File: src/rtl/core/hlsfr_pkg.sv
// Shared types and constants for the header/length/checksum frame receiver.
`default_nettype none
package hlsfr_pkg;

  localparam int LENGTH_LIMIT = 50;
  localparam int STORE_DEPTH  = LENGTH_LIMIT - 1;
  localparam int IDX_W        = $clog2(LENGTH_LIMIT);

  localparam logic [7:0] HDR_FIRST  = 8'hAA;
  localparam logic [7:0] HDR_SECOND = 8'hAF;
  localparam logic [7:0] FUNC_END   = 8'hF1;
  localparam logic [7:0] ACK_LOW    = 8'h10;
  localparam logic [7:0] ACK_HIGH   = 8'h15;

  typedef enum logic [2:0] {
    PH_IDLE,
    PH_HDR1,
    PH_HDR2,
    PH_FUNC,
    PH_DATA,
    PH_SUM
  } phase_e;

  typedef enum logic [1:0] {
    BK_IDLE,
    BK_RD,
    BK_LD,
    BK_BAD
  } back_state_e;

  // One finished frame handed from the parser to the emitter.
  typedef struct packed {
    logic             ok;
    logic [7:0]       func;
    logic [IDX_W-1:0] len;
    logic [7:0]       sum;
  } job_t;

  // Job queue status seen by both sides.
  typedef struct packed {
    logic full;
    logic empty;
  } q_stat_t;

endpackage
`default_nettype wire

File: src/rtl/core/hlsfr_ram.sv
// Generic single-write, single-read RAM with registered read data.
`default_nettype none
module hlsfr_ram #(
  parameter int WIDTH = 8,
  parameter int DEPTH = 49
) (
  input  wire logic                     clk_i,
  input  wire logic                     we_i,
  input  wire logic [$clog2(DEPTH)-1:0] waddr_i,
  input  wire logic [WIDTH-1:0]         wdata_i,
  input  wire logic [$clog2(DEPTH)-1:0] raddr_i,
  output logic      [WIDTH-1:0]         rdata_o
);

  logic [WIDTH-1:0] mem [DEPTH];

  always_ff @(posedge clk_i) begin
    if (we_i) begin
      mem[waddr_i] <= wdata_i;
    end
    rdata_o <= mem[raddr_i];
  end

endmodule
`default_nettype wire

File: src/rtl/core/hlsfr_job_q.sv
// Two-entry job queue between the frame parser and the result emitter.
`default_nettype none
module hlsfr_job_q import hlsfr_pkg::*; (
  input  wire logic    clk_i,
  input  wire logic    rst_ni,
  input  wire logic    push_i,
  input  wire job_t    job_i,
  input  wire logic    pop_i,
  output job_t         job_o,
  output q_stat_t      stat_o
);

  job_t       entry_q [2];
  logic       wptr_q, wptr_d;
  logic       rptr_q, rptr_d;
  logic [1:0] cnt_q, cnt_d;
  logic       do_push, do_pop;

  assign stat_o.full  = (cnt_q == 2'd2);
  assign stat_o.empty = (cnt_q == 2'd0);
  assign do_push      = push_i && !stat_o.full;
  assign do_pop       = pop_i && !stat_o.empty;
  assign job_o        = entry_q[rptr_q];

  always_comb begin
    wptr_d = do_push ? !wptr_q : wptr_q;
    rptr_d = do_pop ? !rptr_q : rptr_q;
    cnt_d  = cnt_q + 2'(do_push) - 2'(do_pop);
  end

  always_ff @(posedge clk_i or negedge rst_ni) begin
    if (!rst_ni) begin
      wptr_q <= 1'b0;
      rptr_q <= 1'b0;
      cnt_q  <= 2'd0;
    end else begin
      wptr_q <= wptr_d;
      rptr_q <= rptr_d;
      cnt_q  <= cnt_d;
    end
  end

  always_ff @(posedge clk_i) begin
    if (do_push) begin
      entry_q[wptr_q] <= job_i;
    end
  end

endmodule
`default_nettype wire

File: src/rtl/core/hlsfr_front.sv
// Frame parser: header hunt, length and running checksum, payload writes.
`default_nettype none
module hlsfr_front import hlsfr_pkg::*; (
  input  wire logic             clk_i,
  input  wire logic             rst_ni,
  input  wire logic             push,
  input  wire logic [7:0]       rx_byte_i,
  output logic                  full,
  input  wire logic             back_busy_i,
  input  wire q_stat_t          q_stat_i,
  output logic                  ram_we_o,
  output logic [IDX_W-1:0]      ram_waddr_o,
  output logic [7:0]            ram_wdata_o,
  output logic                  job_push_o,
  output job_t                  job_o
);

  phase_e           phase_q, phase_d;
  logic [IDX_W-1:0] left_q, left_d;
  logic [IDX_W-1:0] stored_q, stored_d;
  logic [7:0]       sum_q, sum_d;
  logic [7:0]       func_q, func_d;
  logic             accept;
  logic [7:0]       sum_add;

  // Hold payload bytes off while the emitter still reads the store, and the checksum byte while the job queue is full.
  assign full = ((phase_q == PH_DATA) && (left_q != '0) && back_busy_i)
             || ((phase_q == PH_SUM) && q_stat_i.full);
  assign accept  = push && !full;
  assign sum_add = sum_q + rx_byte_i;

  assign ram_waddr_o = stored_q;
  assign ram_wdata_o = rx_byte_i;

  assign job_o.ok   = (rx_byte_i == sum_q);
  assign job_o.func = func_q;
  assign job_o.len  = stored_q;
  assign job_o.sum  = sum_q;

  always_comb begin
    phase_d     = phase_q;
    left_d      = left_q;
    stored_d    = stored_q;
    sum_d       = sum_q;
    func_d      = func_q;
    ram_we_o    = 1'b0;
    job_push_o  = 1'b0;
    if (accept) begin
      priority if (phase_q == PH_IDLE && rx_byte_i == HDR_FIRST) begin
        phase_d = PH_HDR1;
        sum_d   = rx_byte_i;
      end else if (phase_q == PH_HDR1 && rx_byte_i == HDR_SECOND) begin
        phase_d = PH_HDR2;
        sum_d   = sum_add;
      end else if (phase_q == PH_HDR2 && rx_byte_i != 8'h00 && rx_byte_i < FUNC_END) begin
        phase_d = PH_FUNC;
        func_d  = rx_byte_i;
        sum_d   = sum_add;
      end else if (phase_q == PH_FUNC && rx_byte_i < 8'(LENGTH_LIMIT)) begin
        phase_d  = PH_DATA;
        left_d   = rx_byte_i[IDX_W-1:0];
        stored_d = '0;
        sum_d    = sum_add;
      end else if (phase_q == PH_DATA && left_q != '0) begin
        ram_we_o = 1'b1;
        stored_d = stored_q + 1'b1;
        left_d   = left_q - 1'b1;
        sum_d    = sum_add;
        if (left_q == IDX_W'(1)) begin
          phase_d = PH_SUM;
        end
      end else if (phase_q == PH_SUM) begin
        phase_d    = PH_IDLE;
        job_push_o = 1'b1;
      end else begin
        phase_d = PH_IDLE;
      end
    end
  end

  always_ff @(posedge clk_i or negedge rst_ni) begin
    if (!rst_ni) begin
      phase_q  <= PH_IDLE;
      left_q   <= '0;
      stored_q <= '0;
      sum_q    <= '0;
      func_q   <= '0;
    end else begin
      phase_q  <= phase_d;
      left_q   <= left_d;
      stored_q <= stored_d;
      sum_q    <= sum_d;
      func_q   <= func_d;
    end
  end

endmodule
`default_nettype wire

File: src/rtl/core/hlsfr_back.sv
// Result emitter: walks the payload store for a good frame, or reports a bad one.
`default_nettype none
module hlsfr_back import hlsfr_pkg::*; (
  input  wire logic             clk_i,
  input  wire logic             rst_ni,
  input  wire q_stat_t          q_stat_i,
  input  wire job_t             job_i,
  output logic                  job_pop_o,
  output logic                  busy_o,
  output logic [IDX_W-1:0]      ram_raddr_o,
  input  wire logic [7:0]       ram_rdata_i,
  output logic                  empty,
  input  wire logic             pop,
  output logic                  frame_ok_o,
  output logic [7:0]            function_code_o,
  output logic [IDX_W-1:0]      payload_length_o,
  output logic [IDX_W-1:0]      payload_index_o,
  output logic [7:0]            payload_byte_o,
  output logic [7:0]            frame_sum_o,
  output logic                  ack_wanted_o,
  output logic                  last_o
);

  back_state_e      state_q, state_d;
  job_t             job_q, job_d;
  logic [IDX_W-1:0] idx_q, idx_d;
  logic             ovld_q, ovld_d;
  logic             load, load_ok, slot_free, is_last;

  assign slot_free   = !ovld_q || pop;
  assign busy_o      = (state_q != BK_IDLE);
  assign ram_raddr_o = idx_q;
  assign empty       = !ovld_q;
  assign is_last     = (idx_q + 1'b1 == job_q.len);

  always_comb begin
    state_d   = state_q;
    job_d     = job_q;
    idx_d     = idx_q;
    job_pop_o = 1'b0;
    load      = 1'b0;
    load_ok   = 1'b0;
    unique case (state_q)
      BK_IDLE: begin
        if (!q_stat_i.empty) begin
          job_pop_o = 1'b1;
          job_d     = job_i;
          idx_d     = '0;
          state_d   = job_i.ok ? BK_RD : BK_BAD;
        end
      end
      // address settles on idx_q; data is ready the next cycle
      BK_RD: state_d = BK_LD;
      BK_LD: begin
        if (slot_free) begin
          load    = 1'b1;
          load_ok = 1'b1;
          if (is_last) begin
            state_d = BK_IDLE;
          end else begin
            idx_d   = idx_q + 1'b1;
            state_d = BK_RD;
          end
        end
      end
      BK_BAD: begin
        if (slot_free) begin
          load    = 1'b1;
          state_d = BK_IDLE;
        end
      end
      default: state_d = BK_IDLE;
    endcase
    ovld_d = load ? 1'b1 : (pop ? 1'b0 : ovld_q);
  end

  always_ff @(posedge clk_i or negedge rst_ni) begin
    if (!rst_ni) begin
      state_q <= BK_IDLE;
      idx_q   <= '0;
      ovld_q  <= 1'b0;
    end else begin
      state_q <= state_d;
      idx_q   <= idx_d;
      ovld_q  <= ovld_d;
    end
  end

  always_ff @(posedge clk_i) begin
    job_q <= job_d;
    if (load) begin
      frame_ok_o       <= load_ok;
      function_code_o  <= job_q.func;
      payload_length_o <= job_q.len;
      payload_index_o  <= load_ok ? idx_q : '0;
      payload_byte_o   <= load_ok ? ram_rdata_i : 8'h00;
      frame_sum_o      <= job_q.sum;
      ack_wanted_o     <= (job_q.func >= ACK_LOW) && (job_q.func <= ACK_HIGH);
      last_o           <= load_ok ? is_last : 1'b1;
    end
  end

endmodule
`default_nettype wire

File: src/rtl/core/header_length_sum_frame_receiver.sv
// Top level of the header/length/checksum frame receiver.
// The checksum beat pushes a job into the queue; the emitter pops it, reads the store and
//   loads the output register, or for a bad frame loads its single result straight away.
// Throughput: one input beat per cycle while full is low; a good frame emits its results
//   at the pace of the registered read of the payload store (address step, then load step).
// Payload beats of the next frame stall (full high) until the emitter drains the store.
// Reset (rst_ni low, async): parser idle, job queue and output register empty.
`default_nettype none
module header_length_sum_frame_receiver import hlsfr_pkg::*; (
  input  wire logic             clk_i,
  input  wire logic             rst_ni,
  // input side: queue-style push/full
  input  wire logic             push,
  output logic                  full,
  input  wire logic [7:0]       rx_byte_i,
  // result side: queue-style empty/pop
  output logic                  empty,
  input  wire logic             pop,
  output logic                  frame_ok_o,
  output logic [7:0]            function_code_o,
  output logic [IDX_W-1:0]      payload_length_o,
  output logic [IDX_W-1:0]      payload_index_o,
  output logic [7:0]            payload_byte_o,
  output logic [7:0]            frame_sum_o,
  output logic                  ack_wanted_o,
  output logic                  last_o
);

  logic             ram_we;
  logic [IDX_W-1:0] ram_waddr, ram_raddr;
  logic [7:0]       ram_wdata, ram_rdata;
  logic             job_push, job_pop;
  job_t             job_in, job_out;
  q_stat_t          q_stat;
  logic             emit_busy;
  logic             back_busy;

  // Store stays owned by the emitter while a job is queued or being walked.
  assign back_busy = emit_busy || !q_stat.empty;

  hlsfr_front u_front (
    .clk_i       (clk_i),
    .rst_ni      (rst_ni),
    .push        (push),
    .rx_byte_i   (rx_byte_i),
    .full        (full),
    .back_busy_i (back_busy),
    .q_stat_i    (q_stat),
    .ram_we_o    (ram_we),
    .ram_waddr_o (ram_waddr),
    .ram_wdata_o (ram_wdata),
    .job_push_o  (job_push),
    .job_o       (job_in)
  );

  hlsfr_ram #(
    .WIDTH (8),
    .DEPTH (STORE_DEPTH)
  ) u_store (
    .clk_i   (clk_i),
    .we_i    (ram_we),
    .waddr_i (ram_waddr),
    .wdata_i (ram_wdata),
    .raddr_i (ram_raddr),
    .rdata_o (ram_rdata)
  );

  hlsfr_job_q u_job_q (
    .clk_i  (clk_i),
    .rst_ni (rst_ni),
    .push_i (job_push),
    .job_i  (job_in),
    .pop_i  (job_pop),
    .job_o  (job_out),
    .stat_o (q_stat)
  );

  hlsfr_back u_back (
    .clk_i            (clk_i),
    .rst_ni           (rst_ni),
    .q_stat_i         (q_stat),
    .job_i            (job_out),
    .job_pop_o        (job_pop),
    .busy_o           (emit_busy),
    .ram_raddr_o      (ram_raddr),
    .ram_rdata_i      (ram_rdata),
    .empty            (empty),
    .pop              (pop),
    .frame_ok_o       (frame_ok_o),
    .function_code_o  (function_code_o),
    .payload_length_o (payload_length_o),
    .payload_index_o  (payload_index_o),
    .payload_byte_o   (payload_byte_o),
    .frame_sum_o      (frame_sum_o),
    .ack_wanted_o     (ack_wanted_o),
    .last_o           (last_o)
  );

  // payload writes never overlap an emitter walk of the store
  a_no_write_while_busy: assert property (@(posedge clk_i) disable iff (!rst_ni)
    ram_we |-> !back_busy)
    else $error("payload write while store is being read");

  // a finished frame always finds room in the job queue
  a_job_no_overflow: assert property (@(posedge clk_i) disable iff (!rst_ni)
    job_push |-> !q_stat.full)
    else $error("job queue overflow");

  // only a good frame yields a run longer than one beat
  a_not_last_is_ok: assert property (@(posedge clk_i) disable iff (!rst_ni)
    (!empty && !last_o) |-> frame_ok_o)
    else $error("non-final beat from a bad frame");

  // bad-frame report carries zero index and byte
  a_bad_zeroed: assert property (@(posedge clk_i) disable iff (!rst_ni)
    (!empty && !frame_ok_o) |-> (payload_index_o == '0 && payload_byte_o == 8'h00))
    else $error("bad-frame beat with nonzero payload fields");

endmodule
`default_nettype wire

File: config.mk
export PLATFORM = sky130hd
export DESIGN_NAME = header_length_sum_frame_receiver
export DESIGN_NICKNAME = d
export VERILOG_FILES = /design/src/rtl/core/hlsfr_pkg.sv /design/src/rtl/core/hlsfr_ram.sv /design/src/rtl/core/hlsfr_job_q.sv /design/src/rtl/core/hlsfr_front.sv /design/src/rtl/core/hlsfr_back.sv /design/src/rtl/core/header_length_sum_frame_receiver.sv
export SDC_FILE = /design/constraint.sdc
export NUM_CORES = 1
export LEC_CHECK = 0
export BUFFER_PORTS_ARGS = -buffer_cell sky130_fd_sc_hd__buf_2
export CAP_MARGIN = 5
export CELL_PAD_IN_SITES_DETAIL_PLACEMENT = 1
export CELL_PAD_IN_SITES_GLOBAL_PLACEMENT = 2
export CORE_MARGIN = 1.5
export CORE_UTILIZATION = 40
export DETAILED_ROUTE_END_ITERATION = 10
export PLACE_DENSITY_LB_ADDON = 0.1
export SLEW_MARGIN = 40
export SYNTH_ARGS = -nofsm -noshare
export SYNTH_HDL_FRONTEND = slang
export SYNTH_SLANG_ARGS = --single-unit
File: constraint.sdc
create_clock -name clk_i -period 3.7 [get_ports clk_i]
set_input_delay 0.185 -clock clk_i [delete_from_list [all_inputs] [get_ports clk_i]]
set_output_delay 0.185 -clock clk_i [all_outputs]
set_load 0.1 [all_outputs]
======== After elaboration in Yosys (flattened, before gate mapping) ========
Memories as Yosys holds them, arrays and structs flattened. A register that Yosys moved wholly into a read port is not among the register bits.
Index checks and enable logic that the tools add are counted.
operators by class
  $add $sub $neg .......................... 6
  magnitude comparators ................... 4
  equal/unequal tests ..................... 19
  muxes and demuxes ....................... 49
  bitwise gates (word level) .............. 4
  reductions and logical operators ........ 39
operator list
  cell                                                                                 count
  6-bit 2-to-1 mux                                                                     7
  8-bit 2-to-1 mux                                                                     5
  1-bit 2-to-1 mux                                                                     25
  3-bit 2-to-1 mux                                                                     6
  8-bit == test, second input constant                                                 2
  6-bit by 1-bit adder with 6-bit output, second input constant                        2
  1-bit logical AND                                                                    12
  6-bit one-hot mux with 2 select lines                                                1
  8-bit adder                                                                          1
  8-bit == test                                                                        1
  8-bit by 5-bit greater-or-equal comparator with 1-bit output, second input constant  1
  8-bit by 5-bit <= comparator with 1-bit output, second input constant                1
  8-bit by 6-bit less-than comparator with 1-bit output, second input constant         1
  8-bit less-than comparator, second input constant                                    1
  2-bit 2-to-1 mux                                                                     4
  2-bit one-hot mux with 4 select lines                                                1
  4-bit AND reduction                                                                  2
  2-bit nonzero test                                                                   4
  8-bit nonzero test                                                                   1
  2-bit == test, second input constant                                                 3
  3-bit by 2-bit == test with 1-bit output, second input constant                      2
  3-bit == test, second input constant                                                 2
  6-bit by 1-bit == test with 1-bit output, second input constant                      1
  6-bit == test                                                                        1
  other kinds (19)                                                                     34
word-level totals
  register bits ........................... 105
  memory bits (writable) .................. 438
  input port bits ......................... 12
  word-level logic and storage cells ...... 145
  memories ................................ 2
memories
  memory           depth  bits a word  rd ports  clocked after memory_dff  wr ports  line               text
  u_store.mem      49     8            1         1                         1         hlsfr_ram.sv:15    logic [WIDTH-1:0] mem [DEPTH];
  u_job_q.entry_q  2      23           1         0                         1         hlsfr_job_q.sv:13  job_t entry_q [2];

======== Logic depth before layout (Yosys ltp) ========
  depth in word-level cells ............... 11
  mapped depth ............................ 10
  mapped depth without buffers ............ 9

======== Modules after synthesis ========
From an unflattened synthesis, not the netlist that was laid out.
unflattened totals
  cell total of the unflattened synthesis .. 1176
  area, all modules ....................... 22066.2 sq um
modules (own cells, without submodules)
  module                            times used  cells each  area an instance (sq um)  seq. area each (sq um)
  hlsfr_ram                         1           717         15431.0                   11931.4
  hlsfr_back                        1           144         2601.2                    2057.0
  hlsfr_front                       1           224         2064.5                    775.7
  hlsfr_job_q                       1           90          1963.1                    1481.4
  header_length_sum_frame_receiver  1           1           6.3                       0.0

======== Least setup slack after synthesis ========
Ideal clock, no wire load.
  kind .................................... flip-flop to flip-flop
  start ................................... reg u_front.left_q[0]
  end ..................................... mem u_store.mem[48][0], enable pin
  data arrival time ....................... 2.538 ns
  required time ........................... 3.317 ns
  slack ................................... 0.778 ns
  stages on the path, launching flop included .. 10
  buffers on the path ..................... 2
  cells stage by stage .................... dfrtp_1 inv_1 ha_1 nor3b_2 a211oi_2 and3_1 buf_2 buf_2 nand2_1 nor3_1
on the way
  word-level cells in the longest chain between the ends .. 10
  elaborated cells between the ends (all ways) .. 14
  classes of those cells .................. mux: 8; reduce/logical: 6
RTL lines
  element                                     line                                  text
  start, declared                             hlsfr_front.sv:19                     logic [IDX_W-1:0] left_q, left_d;
  start signal, assigned                      hlsfr_front.sv:90                     left_q <= left_d;
  6-bit nonzero test (*)                      hlsfr_front.sv:27, hlsfr_front.sv:64
  1-bit logical AND (*)                       hlsfr_front.sv:27, hlsfr_front.sv:64
  1-bit 2-to-1 mux                            hlsfr_front.sv:64                     end else if (phase_q == PH_DATA && left_q != '0) begin
  1-bit 2-to-1 mux                            hlsfr_front.sv:59                     end else if (phase_q == PH_FUNC && rx_byte_i < 8'(LENGTH_LIMIT)) begin
  1-bit 2-to-1 mux                            hlsfr_front.sv:55                     end else if (phase_q == PH_HDR2 && rx_byte_i != 8'h00 && rx_byte_i < FUNC_END) begin
  1-bit 2-to-1 mux                            hlsfr_front.sv:52                     end else if (phase_q == PH_HDR1 && rx_byte_i == HDR_SECOND) begin
  1-bit 2-to-1 mux                            hlsfr_front.sv:49                     priority if (phase_q == PH_IDLE && rx_byte_i == HDR_FIRST) begin
  1-bit 2-to-1 mux (*)                        hlsfr_front.sv:48                     if (accept) begin
  1-bit 2-to-1 mux (*)                        hlsfr_ram.sv:18                       if (we_i) begin
  1-bit 2-to-1 mux (implied by the code) (*)  hlsfr_ram.sv:19                       mem[waddr_i] <= wdata_i;
  end, declared                               hlsfr_ram.sv:15
Every way passes the cells marked *; elsewhere a longest branch is shown, timed or not.

======== Worst setup path after layout ========
  start ................................... reg u_front.left_q[0]
  end ..................................... mem u_store.mem[45][3], enable pin
The elaborated chain is that of the path after synthesis.

==> flow_metrics.py <==
metrics = {
    "status": {
        "status": "complete, no violations",
    },
    "cts": {
        "clk_pin_slew_ns": 0.06,
        "post_cts_resized": 0,
        "ctsHtreeMaxLevel": 2,
        "insertion_delay_ns": 0.62,
        "cts_tree": "built",
        "clock-sinks": 551,
        "cts_inserted_buffers": 59,
        "cts_buffer_depth": 3,
        "clock-root-buffer": "clkbuf_16",
    },
    "layout": {
        "syn_to_final_growth_pct": 15.9,
        "nFillCells": 4995,
        "fin_area_sq_um": 25400,
        "drive_above_1_share_pct": 25.9,
        "instances_no_fill": 2068,
        "antenna_cells": 0,
        "layout.nets": 1348,
    },
    "worst_setup_path": {
        "reg2reg_slack_ns": 0.81,
        "cp.required_ns": 4.00,
        "path_class": "flip-flop to flip-flop",
        "arrival_ns": 3.19,
        "start_kind": "flip-flop",
        "critPathMaxFanout": 14,
        "endpoint_kind": "flip-flop",
    },
    "synth": {
        "synth_fa_ha_area_share_pct": 0.835,
        "synth_nets": 1210,
        "synthCells": 1184,
        "synth-xor-area-share_pct": 0.561,
        "yosys.area_share.simple_pct": 5.46,
        "synthArstFlopShare_pct": 7.99,
        "synthMuxAreaShare_pct": 13.1,
        "synthFlopType": "edfxtp_1",
        "ys_seq_area_share_pct": 74.3,
        "synth_warnings": 0,
        "synth_compound_area_share_pct": 4.06,
        "synth_top_cell_area_share_pct": 68.5,
        "ys_ff_latch": 551,
        "syn_area_sq_um": 21900,
        "synth_top_area_cell": "edfxtp_1",
        "synth_edf_count": 499,
        "avgSynthCellArea_sq_um": 18.5,
        "synthTopCellsByArea": "edfxtp_1, mux4_2, dfrtp_1, mux2i_1, nor2_1",
        "synth_cell_types": 71,
        "synth_top_family_by_area": "multiplexers",
    },
    "power": {
        "powerDensity_nw_per_um2": 738,
        "power.leakage_nw": 8.50,
        "peakVddDrop_v": 0.000378,
    },
    "timing": {
        "finClkSkew_ns": 0.0307,
        "rsz0062_at_grt": "false",
        "period_needed_ns": 2.89,
        "hold_violations": 0,
        "totalNegativeSetupSlack_ns": 0,
        "maxSlewViolCount": 0,
        "worst_pin_slew_ns": 0.783,
        "worst_slack_ns": 0.807,
        "finalSetupViolations": 0,
        "finalCritPeriodShare_pct": 78.2,
        "clock.fmax_ghz": 0.346,
        "relSlewSlack_pct": 47.8,
    },
    "route": {
        "routedWlPerCell_um": 26.5,
        "post-route-drc-count": 0,
        "drt-vias-per-instance": 5.45,
        "ant_nets": 0,
        "drt_iter0_markers": 753,
        "drt_pre_antenna_iters": 5,
        "vias": 11263,
        "wirelength_um": 54800,
    },
    "flow_run": {
        "drv_cap": 0,
    },
    "place": {
        "dp_hpwl_um": 35000,
        "dp_cells": 1952,
        "gp_congestion": 0.778,
        "dp_slack_ns": 0.801,
        "placed_area_sq_um": 23300,
        "io_buffers": 52,
    },
    "worst_hold_path": {
        "holdCritPathClass": "input port to flip-flop",
    },
    "die": {
        "coreArea_sq_um": 53900,
        "dieWidth_um": 237,
        "initial_utilization_pct": 40.6,
        "die_h_um": 237,
        "row_count": 85,
        "dieArea_sq_um": 56100,
        "io_pins": 53,
    },
    "grt": {
        "grt_pass1_wl_um": 81700,
        "grt_pass1_vias": 12007,
        "antenna_found_initial": 3,
        "grtUsageTotal_pct": 20.1,
        "grt_max_degree": 52,
        "grt-ovfl-total": 0,
    },
}
==> metrics by stage <==
step                      utilization, %  hold slack (ns)  total power, mW
after floorplan                        -           -0.111             11.6
after global placement              43.2            0.389             12.9
after detailed placement            43.3            0.211             13.0
after CTS                           47.0           0.0373             19.0
after global routing                47.0           0.0341             19.5
final                               47.0           0.0588             18.7
==> synth_stat cells, types with 3 or more instances <==
library cell / n
ha_1: 13
dfxtp_1: 8
mux2i_1: 35
and2_1: 3
o22ai_1: 9
nand3b_1: 5
o221ai_1: 17
o41ai_1: 4
a22o_1: 3
buf_2: 14
a21oi_1: 15
o211ai_1: 4
or3b_2: 3
inv_1: 17
mux4_2: 96
nand2b_1: 8
nand3_1: 9
or3_1: 5
and3_1: 17
buf_6: 9
o21a_1: 3
clkbuf_1: 28
mux2_2: 22
nor2b_1: 14
a22oi_1: 3
a21o_1: 3
nor4_1: 6
edfxtp_1: 499
xnor2_1: 12
dfrtp_1: 44
a211oi_1: 16
nand2_1: 62
nor3_1: 14
o21ai_0: 7
nor2_1: 79
mux2_1: 7
o21ai_1: 24
buf_1: 5
==> timing repair <==
| item | CTS | global route |
|---|---|---|
| endpoints found under the setup margin | 0 | 0 |
| hold buffers | 4 | 0 |
| setup buffers | 0 | 0 |
| endpoints found under the hold margin | 37 | 0 |
==> cells in the final DEF, fill, tap and decap left out, types with 5 or more instances in the layout <==
cell / count
a211oi_1: 16
a21oi_1: 15
and3_1: 17
buf_2: 51
buf_4: 77
bufinv_16: 6
clkbuf_1: 22
clkbuf_16: 61
clkbuf_8: 7
clkinv_2: 7
dfrtp_1: 42
dfxtp_1: 8
edfxtp_1: 499
ha_1: 13
inv_1: 17
mux2_1: 7
mux2_2: 22
mux2i_1: 35
mux4_2: 96
nand2_1: 62
nand2b_1: 8
nand3_1: 9
nand3b_1: 5
nor2_1: 79
nor2b_1: 12
nor3_1: 14
nor4_1: 6
o21ai_0: 6
o21ai_1: 25
o221ai_1: 17
o22ai_1: 9
or3_1: 5
xnor2_1: 12
==> final cells by class <==
class / count / area [sq um] / share of cell area (%)
inverters: 19 / 71.3 / 0.281
clock buffers: 90 / 1710 / 6.72
clock inverters: 21 / 273 / 1.08
repair buffers: 135 / 933 / 3.68
flip-flops and latches: 551 / 16300 / 64.1
multi-input cells: 556 / 5260 / 20.7
well taps: 696 / 871 / 3.43
==> sequential cells by signal, summed over array words and instances, names as in the netlist, 8 cells and up <==
| signal | flops |
|---|---|
| u_back.frame_sum_o | 8 |
| u_back.function_code_o | 8 |
| u_back.job_q | 22 |
| u_back.payload_byte_o | 8 |
| u_front.func_q | 8 |
| u_front.sum_q | 8 |
| u_job_q.entry_q | 46 |
| u_store.mem | 392 |
| u_store.rdata_o | 8 |
==> path summary, 6_finish.rpt <==
check | start | to | depth (start not counted)
max | u_front.left_q[0] | u_store.mem[45][3] | 8
min | rx_byte_i[5] | u_front.left_q[5] | 3
max reg2reg | u_front.left_q[0] | u_store.mem[45][3] | 8
min reg2reg | u_back.job_q[6] | u_back.frame_sum_o[6] | 0
max in group asynchronous | rst_ni | u_front.left_q[0] | 3
min in group asynchronous | rst_ni | u_front.func_q[2] | 2
==> layer usage <==
| layer | vias up | wire, um | GRT usage (%) |
|---|---|---|---|
| li1 | 5028 | - | - |
| met3 | 87 | 2250 | 3.29 |
| met1 | 5931 | 24800 | 28.2 |
| met4 | 0 | 1380 | 5.63 |
| met2 | 217 | 26400 | 32.6 |
| met5 | - | 0 | 0 |
==> worst max-delay path: stages, from the launching register on <==
cell and delay (ns):
dfrtp_1 0.39, inv_1 0.09, ha_1 0.22, nor3b_2 0.20
a211oi_2 0.25, and3_1 0.55, nand3_1 0.43, nor2_1 0.21
buf_4 0.24
==> logic make-up after synthesis <==
logic type	count (synthesis)
XOR/XNOR	14
adder cells (fa/ha/maj)	14
flip-flops	551
AO/OA/AOI/OAI	125
AND/OR/NAND/NOR	242
multiplexers	161
buffers and inverters	77
==> where the power goes <==
group / switching, mW / internal [mW] / total, mW / leakage (nW)
clock: 2.37 / 3.59 / 5.96 / 0.957
sequential: 0.496 / 7.39 / 7.89 / 5.12
combinational: 3.06 / 1.80 / 4.86 / 2.43
total: 5.93 / 12.8 / 18.7 / 8.50
Power figures use the tool's default switching activity.
